===== config.mk =====
export PLATFORM = sky130hd
export DESIGN_NAME = turret_fire_permission_gate
export DESIGN_NICKNAME = d
export VERILOG_FILES = /design/src/hw/rtl/tfpg_pkg.sv /design/src/hw/rtl/turret_fire_permission_gate.sv /design/src/hw/rtl/tfpg_cfg_regs.sv /design/src/hw/rtl/tfpg_cordic_stage.sv /design/src/hw/rtl/tfpg_facing.sv
export SDC_FILE = /design/constraint.sdc
export NUM_CORES = 2
export LEC_CHECK = 0
export ABC_AREA = 0
export BUFFER_PORTS_ARGS = -buffer_cell sky130_fd_sc_hd__buf_2
export CELL_PAD_IN_SITES_DETAIL_PLACEMENT = 1
export CELL_PAD_IN_SITES_GLOBAL_PLACEMENT = 1
export CORE_ASPECT_RATIO = 0.5
export CORE_MARGIN = 8
export CORE_UTILIZATION = 45
export DETAILED_ROUTE_END_ITERATION = 8
export PLACE_DENSITY_LB_ADDON = 0.2
export RECOVER_POWER = 50
export SLEW_MARGIN = 20
export SYNTH_ARGS = -nofsm -noshare
export SYNTH_HDL_FRONTEND = slang
export SYNTH_SLANG_ARGS = --single-unit

===== constraint.sdc =====
create_clock -name i_clk -period 14.3 [get_ports i_clk]
set_input_delay 1.43 -clock i_clk [delete_from_list [all_inputs] [get_ports i_clk]]
set_output_delay 1.43 -clock i_clk [all_outputs]
set_load 0.05 [all_outputs]

===== src/hw/rtl/tfpg_pkg.sv =====
// ---------------------------------------------------------------------------
// tfpg_pkg - shared types and constants for the fire permission gate
// Field widths, fixed-point angle constants, CORDIC arctangent table,
// configuration register indexes and the per-item control word.
// ---------------------------------------------------------------------------
package tfpg_pkg;

    // configuration port
    localparam int CFG_IDX_W  = 3;
    localparam int CFG_DATA_W = 16;

    typedef enum logic [CFG_IDX_W-1:0] {
        CFG_NEAR_TOL   = 3'd0,
        CFG_FAR_TOL    = 3'd1,
        CFG_JUDGE_DIST = 3'd2,
        CFG_AUTO_FIRE  = 3'd3,
        CFG_SPIN_ANGLE = 3'd4
    } t_cfg_idx;

    // field widths
    localparam int TOL_W  = 13;
    localparam int DIST_W = 16;
    localparam int SPIN_W = 14;
    localparam int POS_W  = 18;
    localparam int YAW_W  = 16;
    localparam int CNT_W  = 3;
    localparam int ARMOR_PORTS = 4;

    // squared range: x^2 and y^2 fit 35 bits each, their sum 36
    localparam int SQ_W    = 2 * POS_W - 1;
    localparam int RANGE_W = SQ_W + 1;
    localparam int JSQ_W   = 2 * DIST_W;

    // reset values
    localparam logic [TOL_W-1:0]  NEAR_TOL_RST   = 13'd71;
    localparam logic [TOL_W-1:0]  FAR_TOL_RST    = 13'd36;
    localparam logic [DIST_W-1:0] JUDGE_DIST_RST = 16'd3000;
    localparam logic              AUTO_FIRE_RST  = 1'b0;
    localparam logic [SPIN_W-1:0] SPIN_ANGLE_RST = 14'd1072;

    typedef struct packed {
        logic [TOL_W-1:0]  near_tol;
        logic [TOL_W-1:0]  far_tol;
        logic [DIST_W-1:0] judge_dist;
        logic              auto_fire;
        logic [SPIN_W-1:0] spin_angle;
    } t_cfg;

    // CORDIC vectoring: positions scaled by 2^12, angle in Q.16
    localparam int SCALE_SH         = 12;
    localparam int CORDIC_W         = 34;
    localparam int Z_W              = 21;
    localparam int ROUND_SH         = 4;
    localparam int BEAR_W           = Z_W - ROUND_SH;
    localparam int CORDIC_STEPS     = 16;
    localparam int CORDIC_PER_STAGE = 4;
    localparam int CORDIC_STAGES    = CORDIC_STEPS / CORDIC_PER_STAGE;
    localparam int ATAN_W           = 16;
    localparam int ATAN_IDX_W       = $clog2(CORDIC_STEPS);

    localparam logic [ATAN_W-1:0] ATAN_Q16 [CORDIC_STEPS] = '{
        16'd51472, 16'd30386, 16'd16055, 16'd8150, 16'd4091, 16'd2047, 16'd1024, 16'd512,
        16'd256,   16'd128,   16'd64,    16'd32,   16'd16,   16'd8,    16'd4,    16'd2
    };

    localparam logic signed [Z_W-1:0] PI_Q16    = 21'sd205887;
    localparam logic signed [Z_W-1:0] ROUND_ADD = 21'sd8;

    // armor offset wrap, Q3.12
    localparam int WRAP_W = 19;
    localparam logic signed [WRAP_W-1:0] PI_Q12     = 19'sd12868;
    localparam logic signed [WRAP_W-1:0] TWO_PI_Q12 = 19'sd25736;

    typedef struct packed {
        logic [CORDIC_W-1:0] x;
        logic [CORDIC_W-1:0] y;
        logic [Z_W-1:0]      z;
    } t_cordic;

    // control word carried down the pipe
    typedef struct packed {
        logic             gate;    // engaged and auto fire on
        logic             aim;
        logic             center;
        logic [CNT_W-1:0] count;
        logic             origin;  // target at x = y = 0
        logic             pass;    // yaw tolerance and aim checks met
    } t_ctl;

endpackage


===== src/hw/rtl/turret_fire_permission_gate.sv =====
// ---------------------------------------------------------------------------
// turret_fire_permission_gate - per-tick turret fire permission
// Pipelined decision: yaw tolerance checks, squared range compare, CORDIC
// center bearing and per-armor facing checks; one tick per cycle unless stalled.
// ---------------------------------------------------------------------------
// Usage:
//   Input channel (i_valid / o_stall) carries one control tick per transfer.
//   Output channel (o_valid / i_stall) returns one o_fire bit per tick, in
//   order. Configuration is a plain write port (i_cfg_we, i_cfg_idx,
//   i_cfg_data), to be written only while no tick is in flight; the block
//   itself does not enforce this. Pipe: input register, product stage,
//   four CORDIC stages of four iterations, bearing register, output
//   register. One tick per cycle unless the receiver stalls; the 16-step
//   CORDIC is spread over four stages so a new tick can enter every cycle.
//   The stored command yaw is updated at the input transfer of every engaged
//   tick with auto fire on, so back-to-back ticks see it without a bubble.
//   Reset: registers take their defaults, stored yaw is zero, pipe empty.
//   Receiver stall: the output holds; empty stages keep filling, and o_stall
//   rises only once all seven stages and the output register are occupied.
// ---------------------------------------------------------------------------
module turret_fire_permission_gate
    import tfpg_pkg::*;
#(
    parameter int MAX_ARMORS = 4
)
(
    input  logic                     i_clk,
    input  logic                     i_rst_n,
    // configuration
    input  logic                     i_cfg_we,
    input  logic [CFG_IDX_W-1:0]     i_cfg_idx,
    input  logic [CFG_DATA_W-1:0]    i_cfg_data,
    // input channel
    input  logic                     i_valid,
    output logic                     o_stall,
    input  logic                     i_engaged,
    input  logic signed [POS_W-1:0]  i_target_x,
    input  logic signed [POS_W-1:0]  i_target_y,
    input  logic signed [YAW_W-1:0]  i_command_yaw,
    input  logic signed [YAW_W-1:0]  i_gimbal_yaw,
    input  logic                     i_aim_point_valid,
    input  logic                     i_center_track_active,
    input  logic [CNT_W-1:0]         i_armor_count,
    input  logic signed [YAW_W-1:0]  i_armor_yaw_0,
    input  logic signed [YAW_W-1:0]  i_armor_yaw_1,
    input  logic signed [YAW_W-1:0]  i_armor_yaw_2,
    input  logic signed [YAW_W-1:0]  i_armor_yaw_3,
    // output channel
    output logic                     o_valid,
    input  logic                     i_stall,
    output logic                     o_fire
);

    // stage numbering: 0 input, 1 products, 2..5 CORDIC, 6 bearing
    localparam int NST = CORDIC_STAGES + 3;

    t_cfg w_cfg;

    tfpg_cfg_regs u_cfg (
        .i_clk   (i_clk),
        .i_rst_n (i_rst_n),
        .i_we    (i_cfg_we),
        .i_idx   (i_cfg_idx),
        .i_data  (i_cfg_data),
        .o_cfg   (w_cfg)
    );

    // ---------------- pipe control ----------------
    logic [NST-1:0] r_vld, n_vld, w_move;
    logic           r_o_valid, n_o_valid, r_o_fire, n_o_fire;
    logic           w_out_rdy, w_in_acc;

    assign w_out_rdy = !r_o_valid || !i_stall;

    // a stage moves when it holds a tick and the next one is empty or moving
    always_comb begin
        w_move[NST-1] = r_vld[NST-1] && w_out_rdy;
        for (int k = NST - 2; k >= 0; k--) begin
            w_move[k] = r_vld[k] && (!r_vld[k+1] || w_move[k+1]);
        end
    end

    assign o_stall  = r_vld[0] && !w_move[0];
    assign w_in_acc = i_valid && !o_stall;

    always_comb begin
        n_vld[0] = w_in_acc ? 1'b1 : (w_move[0] ? 1'b0 : r_vld[0]);
        for (int k = 1; k < NST; k++) begin
            n_vld[k] = w_move[k-1] ? 1'b1 : (w_move[k] ? 1'b0 : r_vld[k]);
        end
        n_o_valid = w_move[NST-1] ? 1'b1 : ((r_o_valid && !i_stall) ? 1'b0 : r_o_valid);
    end

    always_ff @(posedge i_clk) begin
        if (!i_rst_n) begin
            r_vld     <= '0;
            r_o_valid <= 1'b0;
        end else begin
            r_vld     <= n_vld;
            r_o_valid <= n_o_valid;
        end
    end

    // ---------------- stored command yaw ----------------
    logic signed [YAW_W-1:0] r_prev;
    logic                    w_gate;

    assign w_gate = i_engaged && w_cfg.auto_fire;

    always_ff @(posedge i_clk) begin
        if (!i_rst_n) begin
            r_prev <= '0;
        end else if (w_in_acc && w_gate) begin
            r_prev <= i_command_yaw;
        end
    end

    // ---------------- stage 0: input register ----------------
    logic [ARMOR_PORTS-1:0][YAW_W-1:0] w_arm_all;
    logic [MAX_ARMORS-1:0][YAW_W-1:0]  r0_arm;
    logic signed [POS_W-1:0]           r0_tx, r0_ty;
    logic signed [YAW_W-1:0]           r0_cmd, r0_gim, r0_prev;
    t_ctl                              r0_ctl;

    assign w_arm_all = {i_armor_yaw_3, i_armor_yaw_2, i_armor_yaw_1, i_armor_yaw_0};

    always_ff @(posedge i_clk) begin
        if (w_in_acc) begin
            r0_tx         <= i_target_x;
            r0_ty         <= i_target_y;
            r0_cmd        <= i_command_yaw;
            r0_gim        <= i_gimbal_yaw;
            r0_prev       <= r_prev;
            r0_ctl.gate   <= w_gate;
            r0_ctl.aim    <= i_aim_point_valid;
            r0_ctl.center <= i_center_track_active;
            r0_ctl.count  <= i_armor_count;
            r0_ctl.origin <= (i_target_x == '0) && (i_target_y == '0);
            r0_ctl.pass   <= 1'b0;
            for (int k = 0; k < MAX_ARMORS; k++) begin
                r0_arm[k] <= w_arm_all[k];
            end
        end
    end

    // ---------------- stage 1: squares, yaw errors, CORDIC setup ----------------
    logic signed [2*POS_W-1:0]   w_sqx, w_sqy;
    logic [JSQ_W-1:0]            w_jsq;
    logic signed [YAW_W:0]       w_dcmd, w_dgim;
    logic [YAW_W-1:0]            w_acmd, w_agim;
    logic signed [CORDIC_W-1:0]  w_x0, w_y0;
    logic signed [Z_W-1:0]       w_z0;

    logic [SQ_W-1:0]                  r1_sqx, r1_sqy;
    logic [JSQ_W-1:0]                 r1_jsq;
    logic [YAW_W-1:0]                 r1_acmd, r1_agim;
    t_cordic                          r1_cor;
    t_ctl                             r1_ctl;
    logic [MAX_ARMORS-1:0][YAW_W-1:0] r1_arm;

    always_comb begin
        w_sqx  = r0_tx * r0_tx;
        w_sqy  = r0_ty * r0_ty;
        w_jsq  = w_cfg.judge_dist * w_cfg.judge_dist;
        w_dcmd = (YAW_W+1)'(r0_prev) - (YAW_W+1)'(r0_cmd);
        w_dgim = (YAW_W+1)'(r0_gim) - (YAW_W+1)'(r0_prev);
        w_acmd = w_dcmd[YAW_W] ? YAW_W'(-w_dcmd) : w_dcmd[YAW_W-1:0];
        w_agim = w_dgim[YAW_W] ? YAW_W'(-w_dgim) : w_dgim[YAW_W-1:0];
        // left half plane: reflect and start from +-pi
        w_x0 = CORDIC_W'(r0_tx) <<< SCALE_SH;
        w_y0 = CORDIC_W'(r0_ty) <<< SCALE_SH;
        w_z0 = '0;
        if (r0_tx[POS_W-1]) begin
            w_z0 = r0_ty[POS_W-1] ? -PI_Q16 : PI_Q16;
            w_x0 = -w_x0;
            w_y0 = -w_y0;
        end
    end

    always_ff @(posedge i_clk) begin
        if (w_move[0]) begin
            r1_sqx   <= w_sqx[SQ_W-1:0];
            r1_sqy   <= w_sqy[SQ_W-1:0];
            r1_jsq   <= w_jsq;
            r1_acmd  <= w_acmd;
            r1_agim  <= w_agim;
            r1_cor.x <= w_x0;
            r1_cor.y <= w_y0;
            r1_cor.z <= w_z0;
            r1_ctl   <= r0_ctl;
            r1_arm   <= r0_arm;
        end
    end

    // ---------------- stage 2 entry: tolerance decision ----------------
    logic [RANGE_W-1:0] w_range2;
    logic [TOL_W-1:0]   w_tol;
    t_ctl               w_ctl_s2;

    always_comb begin
        w_range2      = RANGE_W'(r1_sqx) + RANGE_W'(r1_sqy);
        w_tol         = (w_range2 > RANGE_W'(r1_jsq)) ? w_cfg.far_tol : w_cfg.near_tol;
        w_ctl_s2      = r1_ctl;
        w_ctl_s2.pass = (r1_acmd < YAW_W'({w_tol, 1'b0}))
                     && (r1_agim < YAW_W'(w_tol))
                     && r1_ctl.aim;
    end

    // ---------------- stages 2..5: CORDIC ----------------
    t_cordic                          r_c_cor [CORDIC_STAGES];
    t_ctl                             r_c_ctl [CORDIC_STAGES];
    logic [MAX_ARMORS-1:0][YAW_W-1:0] r_c_arm [CORDIC_STAGES];

    for (genvar s = 0; s < CORDIC_STAGES; s++) begin : g_cor
        t_cordic                          w_in, w_out;
        t_ctl                             w_ctl_in;
        logic [MAX_ARMORS-1:0][YAW_W-1:0] w_arm_in;

        if (s == 0) begin : g_first
            assign w_in     = r1_cor;
            assign w_ctl_in = w_ctl_s2;
            assign w_arm_in = r1_arm;
        end else begin : g_next
            assign w_in     = r_c_cor[s-1];
            assign w_ctl_in = r_c_ctl[s-1];
            assign w_arm_in = r_c_arm[s-1];
        end

        tfpg_cordic_stage #(
            .FIRST (s * CORDIC_PER_STAGE)
        ) u_stage (
            .i_cor (w_in),
            .o_cor (w_out)
        );

        always_ff @(posedge i_clk) begin
            if (w_move[s+1]) begin
                r_c_cor[s] <= w_out;
                r_c_ctl[s] <= w_ctl_in;
                r_c_arm[s] <= w_arm_in;
            end
        end
    end

    // ---------------- stage 6: rounded center bearing ----------------
    logic signed [Z_W-1:0]            w_zf, w_zr;
    logic signed [BEAR_W-1:0]         r6_bear;
    t_ctl                             r6_ctl;
    logic [MAX_ARMORS-1:0][YAW_W-1:0] r6_arm;

    assign w_zf = $signed(r_c_cor[CORDIC_STAGES-1].z);
    assign w_zr = (w_zf + ROUND_ADD) >>> ROUND_SH;

    always_ff @(posedge i_clk) begin
        if (w_move[NST-2]) begin
            // origin target has bearing zero
            r6_bear <= r_c_ctl[CORDIC_STAGES-1].origin ? '0 : w_zr[BEAR_W-1:0];
            r6_ctl  <= r_c_ctl[CORDIC_STAGES-1];
            r6_arm  <= r_c_arm[CORDIC_STAGES-1];
        end
    end

    // ---------------- output: armor facing and fire ----------------
    logic [MAX_ARMORS-1:0] w_hit;

    // lane k is in use when count > k; counts above MAX_ARMORS saturate
    for (genvar k = 0; k < MAX_ARMORS; k++) begin : g_lane
        tfpg_facing u_facing (
            .i_yaw    ($signed(r6_arm[k])),
            .i_bear   (r6_bear),
            .i_limit  (w_cfg.spin_angle),
            .i_active (r6_ctl.count > CNT_W'(k)),
            .o_hit    (w_hit[k])
        );
    end

    assign n_o_fire = r6_ctl.gate && r6_ctl.pass && (!r6_ctl.center || (|w_hit));

    always_ff @(posedge i_clk) begin
        if (w_move[NST-1]) begin
            r_o_fire <= n_o_fire;
        end
    end

    assign o_valid = r_o_valid;
    assign o_fire  = r_o_fire;

    // ---------------- assertions ----------------
    a_prev_load: assert property (@(posedge i_clk) disable iff (!i_rst_n)
        (w_in_acc && w_gate) |=> (r_prev == $past(i_command_yaw)))
        else $error("stored yaw not taken from engaged tick");

    a_prev_hold: assert property (@(posedge i_clk) disable iff (!i_rst_n)
        !(w_in_acc && w_gate) |=> $stable(r_prev))
        else $error("stored yaw changed without engaged tick");

    a_stall_full: assert property (@(posedge i_clk) disable iff (!i_rst_n)
        o_stall |-> ((&r_vld) && r_o_valid && i_stall))
        else $error("input stalled with room in the pipe");

    a_no_drop: assert property (@(posedge i_clk) disable iff (!i_rst_n)
        (r_vld[NST-1] && !w_move[NST-1]) |=> r_vld[NST-1])
        else $error("tick lost in last stage");

endmodule


===== src/hw/rtl/tfpg_cfg_regs.sv =====
// ---------------------------------------------------------------------------
// tfpg_cfg_regs - configuration register file
// Write-only registers for tolerances, judge distance, auto fire and
// spin fire angle. Unknown indexes are dropped.
// ---------------------------------------------------------------------------
module tfpg_cfg_regs
    import tfpg_pkg::*;
(
    input  logic                  i_clk,
    input  logic                  i_rst_n,
    input  logic                  i_we,
    input  logic [CFG_IDX_W-1:0]  i_idx,
    input  logic [CFG_DATA_W-1:0] i_data,
    output t_cfg                  o_cfg
);

    t_cfg r_cfg;

    always_ff @(posedge i_clk) begin
        if (!i_rst_n) begin
            r_cfg.near_tol   <= NEAR_TOL_RST;
            r_cfg.far_tol    <= FAR_TOL_RST;
            r_cfg.judge_dist <= JUDGE_DIST_RST;
            r_cfg.auto_fire  <= AUTO_FIRE_RST;
            r_cfg.spin_angle <= SPIN_ANGLE_RST;
        end else if (i_we) begin
            unique case (t_cfg_idx'(i_idx))
                CFG_NEAR_TOL:   r_cfg.near_tol   <= i_data[TOL_W-1:0];
                CFG_FAR_TOL:    r_cfg.far_tol    <= i_data[TOL_W-1:0];
                CFG_JUDGE_DIST: r_cfg.judge_dist <= i_data[DIST_W-1:0];
                CFG_AUTO_FIRE:  r_cfg.auto_fire  <= i_data[0];
                CFG_SPIN_ANGLE: r_cfg.spin_angle <= i_data[SPIN_W-1:0];
                default: ;
            endcase
        end
    end

    assign o_cfg = r_cfg;

endmodule


===== src/hw/rtl/tfpg_cordic_stage.sv =====
// ---------------------------------------------------------------------------
// tfpg_cordic_stage - group of CORDIC vectoring iterations
// Drives y toward zero, accumulating the rotation in z. FIRST is the
// iteration number of the first step in this group.
// ---------------------------------------------------------------------------
module tfpg_cordic_stage
    import tfpg_pkg::*;
#(
    parameter int FIRST = 0
)
(
    input  t_cordic i_cor,
    output t_cordic o_cor
);

    logic signed [CORDIC_W-1:0] x, y, dx, dy;
    logic signed [Z_W-1:0]      z, da;

    always_comb begin
        x = $signed(i_cor.x);
        y = $signed(i_cor.y);
        z = $signed(i_cor.z);
        for (int j = 0; j < CORDIC_PER_STAGE; j++) begin
            dx = y >>> (FIRST + j);
            dy = x >>> (FIRST + j);
            da = $signed({{(Z_W-ATAN_W){1'b0}}, ATAN_Q16[ATAN_IDX_W'(FIRST + j)]});
            // y >= 0: rotate clockwise
            if (!y[CORDIC_W-1]) begin
                x = x + dx;
                y = y - dy;
                z = z + da;
            end else begin
                x = x - dx;
                y = y + dy;
                z = z - da;
            end
        end
        o_cor.x = x;
        o_cor.y = y;
        o_cor.z = z;
    end

endmodule


===== src/hw/rtl/tfpg_facing.sv =====
// ---------------------------------------------------------------------------
// tfpg_facing - armor facing check for one lane
// Wraps armor yaw minus center bearing into (-pi, pi] and compares its
// magnitude with the spin fire angle.
// ---------------------------------------------------------------------------
module tfpg_facing
    import tfpg_pkg::*;
(
    input  logic signed [YAW_W-1:0]  i_yaw,
    input  logic signed [BEAR_W-1:0] i_bear,
    input  logic        [SPIN_W-1:0] i_limit,
    input  logic                     i_active,
    output logic                     o_hit
);

    logic signed [WRAP_W-1:0] d0, d1, d2, d3, d4, mag;

    // offset stays within +-5*pi, so two corrections each way are enough
    always_comb begin
        d0    = WRAP_W'(i_yaw) - WRAP_W'(i_bear);
        d1    = (d0 > PI_Q12) ? d0 - TWO_PI_Q12 : d0;
        d2    = (d1 > PI_Q12) ? d1 - TWO_PI_Q12 : d1;
        d3    = (d2 <= -PI_Q12) ? d2 + TWO_PI_Q12 : d2;
        d4    = (d3 <= -PI_Q12) ? d3 + TWO_PI_Q12 : d3;
        mag   = d4[WRAP_W-1] ? -d4 : d4;
        o_hit = i_active && (mag < $signed({{(WRAP_W-SPIN_W){1'b0}}, i_limit}));
    end

endmodule

# [Word level (Yosys, flattened, before mapping)]
# Memory sizes are Yosys's and may differ from the RTL's. A register that Yosys moved wholly into a read port is not among the register bits.
# Cells that the tools add are included.
[word_totals] reg_bits=554 mem_bits_rw=644 word_cells=348 mem_count=3
[op_classes] n_addsub=111 n_mul=3 order_cmp=27 eq_ne=4 muxes=90 n_reduce_logical=57
[memory_table] name="r_c_cor" depth=4 word_bits=89 read_ports=4 rd_clocked_by_memory_dff=0 write_ports=4 line_no="turret_fire_permission_gate.sv:210" text="t_cordic r_c_cor [CORDIC_STAGES];"
[memory_table] name="r_c_arm" depth=4 word_bits=64 read_ports=4 rd_clocked_by_memory_dff=1 write_ports=4 line_no="turret_fire_permission_gate.sv:212" text="logic [MAX_ARMORS-1:0][YAW_W-1:0] r_c_arm [CORDIC_STAGES];"
[memory_table] name="r_c_ctl" depth=4 word_bits=8 read_ports=4 rd_clocked_by_memory_dff=0 write_ports=4 line_no="turret_fire_permission_gate.sv:211" text="t_ctl r_c_ctl [CORDIC_STAGES];"
[op_table] op="34-bit 2-to-1 mux" n=33
[op_table] op="19-bit 2-to-1 mux" n=20
[op_table] op="21-bit 2-to-1 mux" n=9
[op_table] op="19-bit by 16-bit adder with 19-bit output (second input constant)" n=8
[op_table] op="19-bit by 15-bit greater-than comparator with 1-bit output (second input constant)" n=8
[op_table] op="19-bit by 15-bit less-or-equal comparator with 1-bit output (second input constant)" n=8
[op_table] op="19-bit by 16-bit subtractor with 19-bit output (second input constant)" n=8
[op_table] op="19-bit by 15-bit < comparator with 1-bit output" n=4
[op_table] op="19-bit negator" n=4
[op_table] op="16-bit by 17-bit subtractor with 18-bit output" n=4
[op_table] op="18-bit by 18-bit multiplier with 35-bit output" n=2
[op_table] op="34-bit by 19-bit adder with 34-bit output" n=2
[op_table] op="34-bit by 20-bit adder with 34-bit output" n=2
[op_table] op="34-bit by 21-bit adder with 34-bit output" n=2
[op_table] op="34-bit by 22-bit adder with 34-bit output" n=2
[op_table] op="34-bit by 23-bit adder with 34-bit output" n=2
[op_table] op="34-bit by 24-bit adder with 34-bit output" n=2
[op_table] op="34-bit by 25-bit adder with 34-bit output" n=2
[op_table] op="34-bit by 26-bit adder with 34-bit output" n=2
[op_table] op="34-bit by 27-bit adder with 34-bit output" n=2
[op_table] op="34-bit by 28-bit adder with 34-bit output" n=2
[op_table] op="34-bit by 29-bit adder with 34-bit output" n=2
[op_table] op="34-bit by 30-bit adder with 34-bit output" n=2
[op_table] op="34-bit by 31-bit adder with 34-bit output" n=2
[op_table] op="59 further kinds" n=158

# [Depth between registers and ports, before layout]
[logic_depth] ltp_word=20 ltp_mapped=56 ltp_nobuf=49

# [Cells and area by module]
# A second synthesis with hierarchy kept.
[unflattened] hier_cells=20417 hier_area_um2=173447.6
[by_module_without_submodules] module="turret_fire_permission_gate" n_inst=1 cells_each=5221 area_each_um2=67678.7 seq_area_each_um2=32250.9
[by_module_without_submodules] module="tfpg_cordic_stage (g_cor[0].u_stage)" n_inst=1 cells_each=3419 area_each_um2=23623.9 seq_area_each_um2=0.0
[by_module_without_submodules] module="tfpg_cordic_stage (g_cor[1].u_stage)" n_inst=1 cells_each=3035 area_each_um2=20967.6 seq_area_each_um2=0.0
[by_module_without_submodules] module="tfpg_cordic_stage (g_cor[2].u_stage)" n_inst=1 cells_each=2715 area_each_um2=18865.6 seq_area_each_um2=0.0
[by_module_without_submodules] module="tfpg_cordic_stage (g_cor[3].u_stage)" n_inst=1 cells_each=2662 area_each_um2=18132.4 seq_area_each_um2=0.0
[by_module_without_submodules] module="tfpg_facing (g_lane[0].u_facing ...)" n_inst=3 cells_each=784 area_each_um2=5541.6 seq_area_each_um2=0.0
[by_module_without_submodules] module="tfpg_facing (g_lane[3].u_facing)" n_inst=1 cells_each=792 area_each_um2=5302.6 seq_area_each_um2=0.0
[by_module_without_submodules] module="tfpg_cfg_regs" n_inst=1 cells_each=221 area_each_um2=2252.2 seq_area_each_um2=1141.1

# [Worst setup path before layout]
# Ideal clock, no wire load.
[synth_timing] kind="input port to flip-flop" from="input i_stall" to="register r1_arm (netlist bit g_cor[0].w_arm_in[0]), enable pin" setup_time_ps=787 t_arrival_ps=10907 required_time_ps=13513 setup_slack_ps=2606 path_stages=6 path_cell_list="and3_1 and3_1 clkbuf_1 nand3_1 nor2_1 nor2b_1"
[synth_between] elab_chain_len=15
[synth_lines] item="from (decl)" line_no="turret_fire_permission_gate.sv:50" text="input logic i_stall,"
[synth_lines] item="1-bit zero test" line_no="turret_fire_permission_gate.sv:73" text="assign w_out_rdy = !r_o_valid || !i_stall;"
[synth_lines] item="1-bit logical OR" line_no="turret_fire_permission_gate.sv:73"
[synth_lines] item="1-bit logical AND" line_no="turret_fire_permission_gate.sv:77" text="w_move[NST-1] = r_vld[NST-1] && w_out_rdy;"
[synth_lines] item="1-bit logical OR" line_no="turret_fire_permission_gate.sv:79" text="w_move[k] = r_vld[k] && (!r_vld[k+1] || w_move[k+1]);"
[synth_lines] item="1-bit logical AND" line_no="turret_fire_permission_gate.sv:79"
[synth_lines] item="1-bit logical OR" line_no="turret_fire_permission_gate.sv:79"
[synth_lines] item="1-bit logical AND" line_no="turret_fire_permission_gate.sv:79"
[synth_lines] item="1-bit logical OR" line_no="turret_fire_permission_gate.sv:79"
[synth_lines] item="1-bit logical AND" line_no="turret_fire_permission_gate.sv:79"
[synth_lines] item="1-bit logical OR" line_no="turret_fire_permission_gate.sv:79"
[synth_lines] item="1-bit logical AND" line_no="turret_fire_permission_gate.sv:79"
[synth_lines] item="1-bit logical OR" line_no="turret_fire_permission_gate.sv:79"
[synth_lines] item="1-bit logical AND" line_no="turret_fire_permission_gate.sv:79"
[synth_lines] item="1-bit logical OR" line_no="turret_fire_permission_gate.sv:79"
[synth_lines] item="1-bit logical AND" line_no="turret_fire_permission_gate.sv:79"
[synth_lines] item="to (signal assigned)" line_no="turret_fire_permission_gate.sv:191" text="r1_arm <= r0_arm;"
[synth_lines] item="to (decl)" line_no="turret_fire_permission_gate.sv:159" text="logic [MAX_ARMORS-1:0][YAW_W-1:0] r1_arm;"
# Every way passes these cells.
# A chain may end at the register's enable or synchronous reset.

# [Final worst setup path]
[layout_timing] from="register r6_arm[51] in the netlist's numbering, read port of r_c_arm" to="register r_o_fire, in the netlist o_fire (data pin)"
[layout_between] elab_chain_len=16 word_cells_on_any_way=20
[layout_lines] item="from (decl)" line_no="turret_fire_permission_gate.sv:249" text="logic [MAX_ARMORS-1:0][YAW_W-1:0] r6_arm;"
[layout_lines] item="16-bit by 17-bit subtractor with 18-bit output (*)" line_no="tfpg_facing.sv:20" text="d0 = WRAP_W'(i_yaw) - WRAP_W'(i_bear);"
[layout_lines] item="19-bit by 16-bit subtractor with 19-bit output or 19-bit by 15-bit greater-than comparator with 1-bit output (tied branches)" line_no="tfpg_facing.sv:21" text="d1 = (d0 > PI_Q12) ? d0 - TWO_PI_Q12 : d0;"
[layout_lines] item="19-bit 2-to-1 mux (*)" line_no="tfpg_facing.sv:21"
[layout_lines] item="19-bit by 16-bit subtractor with 19-bit output or 19-bit by 15-bit greater-than comparator with 1-bit output (tied branches)" line_no="tfpg_facing.sv:22" text="d2 = (d1 > PI_Q12) ? d1 - TWO_PI_Q12 : d1;"
[layout_lines] item="19-bit 2-to-1 mux (*)" line_no="tfpg_facing.sv:22"
[layout_lines] item="19-bit by 16-bit adder with 19-bit output or 19-bit by 15-bit less-or-equal comparator with 1-bit output (tied branches)" line_no="tfpg_facing.sv:23" text="d3 = (d2 <= -PI_Q12) ? d2 + TWO_PI_Q12 : d2;"
[layout_lines] item="19-bit 2-to-1 mux (*)" line_no="tfpg_facing.sv:23"
[layout_lines] item="19-bit by 16-bit adder with 19-bit output or 19-bit by 15-bit less-or-equal comparator with 1-bit output (tied branches)" line_no="tfpg_facing.sv:24" text="d4 = (d3 <= -PI_Q12) ? d3 + TWO_PI_Q12 : d3;"
[layout_lines] item="19-bit 2-to-1 mux (*)" line_no="tfpg_facing.sv:24"
[layout_lines] item="19-bit negator" line_no="tfpg_facing.sv:25" text="mag = d4[WRAP_W-1] ? -d4 : d4;"
[layout_lines] item="19-bit 2-to-1 mux (*)" line_no="tfpg_facing.sv:25"
[layout_lines] item="19-bit by 15-bit < comparator with 1-bit output (*)" line_no="tfpg_facing.sv:26" text="o_hit = i_active && (mag < $signed({{(WRAP_W-SPIN_W){1'b0}}, i_limit}));"
[layout_lines] item="1-bit logical AND (*)" line_no="tfpg_facing.sv:26"
[layout_lines] item="4-bit OR reduction (*)" line_no="turret_fire_permission_gate.sv:277" text="assign n_o_fire = r6_ctl.gate && r6_ctl.pass && (!r6_ctl.center || (|w_hit));"
[layout_lines] item="1-bit logical OR (*)" line_no="turret_fire_permission_gate.sv:277"
[layout_lines] item="1-bit logical AND (*)" line_no="turret_fire_permission_gate.sv:277"
[layout_lines] item="named net n_o_fire" line_no="turret_fire_permission_gate.sv:70" text="logic r_o_valid, n_o_valid, r_o_fire, n_o_fire;"
[layout_lines] item="to (signal assigned)" line_no="turret_fire_permission_gate.sv:281" text="r_o_fire <= n_o_fire;"
[layout_lines] item="to (decl)" line_no="turret_fire_permission_gate.sv:70"
# The timed path passes the listed nets; every way through them passes the cells marked *.

==> results.md <==
* Post-CTS sizing at 0
* WP buf/inv at 4
* CP endpoint kind: flip-flop
* Outcome: complete, but fails checks
* DR iter-0 viols at 2218
* Mean post-synth cell area at 10.64 um2
* Post-synthesis sequential area ratio at 33.85%
* Post-synthesis compound-gate area fraction at 9.999%
* Largest net degree at the start of global routing at 82
* # setup viols final at 0
* Antenna-violating nets left at 0
* CTS tree: built
* Commonest non-fill, non-tap cells in the layout: 1116 x inv_1, 751 x fa_1, 705 x edfxtp_1
* Htree depth at 3
* Synthesized Nets at approximately 7700
* Area growth syn-to-layout at 8.052%
* Core area at 148600 um2
* Vias in the first global route at between 50000 and 60000
* Synthesized instance count at 6331
* Fin Setup TNS at 0 ns
* CTS max path bufs at 3
* Via count at 45951
* CP max stage delay at 0.64 ns
* Synth Warn # at 0
* Later-pin clock latency in the skew report at 0.70 ns
* Final-report hold violation count at 0
* Most common cell after layout, fill and taps aside: inv_1
* Pre-antenna DRT Iters at 5
* Worst Skew at about 0.038 ns
* Layout cells sized above 1 at 6.589%
* Critical-path maximum fanout at 21
* Max Slew Vio Count at 251
* First-pass GRT wire length at about 280 mm
* Synthesized area at 67330 um2
* Total GRT Usage at between 20% and 30%
* Primary FF master, synth: edfxtp_1
* Port buffer count at 164
* Yosys cell types at 128
* Adder-Cell Fraction of Synth Area at roughly a third
* Nets at 7839
* Routed vias/inst at 5.410
* Drt drc at 0
* DP Worst Slack at roughly 2.5 ns
* Die X at about 560 um
* Number of enable flip-flop cells after synthesis at ~710
* Worst Hold Class: flip-flop to flip-flop
* Overflow left after global routing at 0
* Starting density of the core at 45.30%
* Mux cell area share after synthesis at less than 1%
* Max-cap violations at 5
* Antenna violations before repair at 15
* CP arrival at 12.57 ns
* Final critical-path share of the clock period at between 80% and 90%
* Clk slew on worst S/H paths at 0.06 ns
* Fmax at around 83 MHz
* DRT Wirelength at 174.2 mm
* Max_slew headroom at -190.0%
* Root Driver: clkbuf_16
* Failing checks: capacitance limit, slew limit
* Req. time, crit path at approximately 15 ns
* Cell family with most CP delay: compound AO/OA/AOI/OAI gates
* PnR worst setup slack at 2.247 ns
* Post-CTS setup buffers at 0
* Async SR Flop Fraction at 0%
* Critical Path Most Common Cell: a21o_1
* Slowest cell on crit path: a31oi_2
* Startpoint Class: flip-flop
* Setup repair after global routing missed its margin: no
* Row count at 100
* Finished Cell Area at around 73000 um2
* Die ar. at 163000 um2
* Worst Path Class, Setup: flip-flop to flip-flop
* Die Span Y at 289.5 um
* Clock Sinks at 786
* IO Pins at 165
* Cts bufs inserted at 77
* Number of synthesized register bits at 786
* GPL Wtd Cong at 0.8707
* Post-synthesis simple-gate area fraction at 11.96%
* Tightest Pin Transition at 4.350 ns
* Placed Instance Area at 70190 um2
* Largest family of logic cells by synthesized area: adder cells
* CTS Hold Bufs at 0
* Routed wire length per instance at 20.51 um
* Final min period at 12.05 ns
* Xor/xnor share of the synthesized area at 4.320%
* HPWL Detailed at 135.9 mm
## state kept, by name, summed over array words and instances (netlist names), 18 cells and up
signal / cells
u_cfg.o_cfg: 57
r0_ty: 18
r1_sqx: 34
r_c_arm: 256
r0_arm: 64
r_c_ctl: 24
r0_tx: 18
r6_arm: 64
r1_jsq: 31
r1_sqy: 34
g_cor.w_arm_in: 64
## per-stage QoR
step | utilization [%] | std cells | hold WS [ns]
floorplan | - | 6331 | 0.4003
global placement | 47.22 | 8340 | 0.4002
detailed placement | 47.22 | 8340 | 0.4056
CTS | 48.95 | 8483 | 0.4134
global route | 48.94 | 8492 | 0.4220
finish | 48.95 | 8493 | 0.4129
## synth_stat cells, drive strengths merged (10+ instances only)
master | count | area share (%)
a2111oi | 15 | 0.25
a211oi | 26 | 0.31
a21boi | 92 | 1.0
a21o | 87 | 0.97
a21oi | 212 | 1.6
a31o | 15 | 0.20
a31oi | 39 | 0.37
and2 | 207 | 1.9
and3 | 39 | 0.36
buf | 44 | 0.42
clkbuf | 138 | 0.78
dfxtp | 81 | 2.4
edfxtp | 705 | 31
fa | 751 | 22
ha | 494 | 9.2
inv | 1117 | 6.2
mux2 | 17 | 0.28
mux2i | 43 | 0.64
nand2 | 580 | 3.2
nand2b | 63 | 0.59
nand3 | 89 | 0.66
nand3b | 10 | 0.12
nand4 | 31 | 0.29
nor2 | 321 | 1.8
nor2b | 67 | 0.62
nor3 | 96 | 0.77
nor4 | 29 | 0.30
o211a | 13 | 0.19
o211ai | 42 | 0.49
o21a | 37 | 0.41
o21ai | 171 | 1.3
o21bai | 32 | 0.36
o22ai | 14 | 0.13
o311ai | 10 | 0.14
o31a | 12 | 0.16
o31ai | 23 | 0.30
o41ai | 13 | 0.20
or2 | 33 | 0.31
or3 | 25 | 0.23
or4 | 11 | 0.13
xnor2 | 248 | 3.3
xor2 | 79 | 1.0
## area by class of cell
class,instances,area [um2]
fillers,16317,75890
multi-input cells,4244,39600
flip-flops and latches,786,22790
inverters,1119,4202
well taps,1989,2489
clock buffers,85,1967
repair buffers,204,1080
clock inverters,58,601.8
diodes,8,20.02
## worst reg2reg max path, delay by kind of cell (launching register included)
| family | cells | cell delay [ns] |
|---|---|---|
| compound gates | 29 | 7.26 |
| fa+ha+maj | 5 | 1.46 |
| simple gates | 5 | 0.91 |
| mux | 2 | 0.69 |
| buf+inv | 4 | 0.59 |
| flops | 1 | 0.53 |
| xor+xnor | 1 | 0.48 |
## final timing paths
check,to,cells past startpoint,from,slack [ns]
min,r_c_arm[2][10],0,r_c_arm[1][10],0.41
min reg2reg,r_c_arm[2][10],0,r_c_arm[1][10],0.41
max,o_fire,46,r6_arm[51],2.25
max reg2reg,o_fire,46,r6_arm[51],2.25
## layer usage
metal / share of wire, % / global-route usage (%) / up-vias
met4: 2.5 / 5.592 / 2
met2: 51 / 38.93 / 704
met3: 3.1 / 2.645 / 244
met1: 44 / 27.32 / 23753
met5: 0.0075 / 0 / -
li1: - / - / 21248
## logic make-up after synthesis
group                    Yosys count
AO/OA/AOI/OAI                    964
XOR/XNOR                         328
adder cells (fa/ha/maj)         1245
buffers and inverters           1301
flip-flops                       786
multiplexers                      60
AND/OR/NAND/NOR                 1647
Power is left out: the tool's default activity adds up to more than one toggle a clock period on the data nets, which glitch-free logic cannot reach.
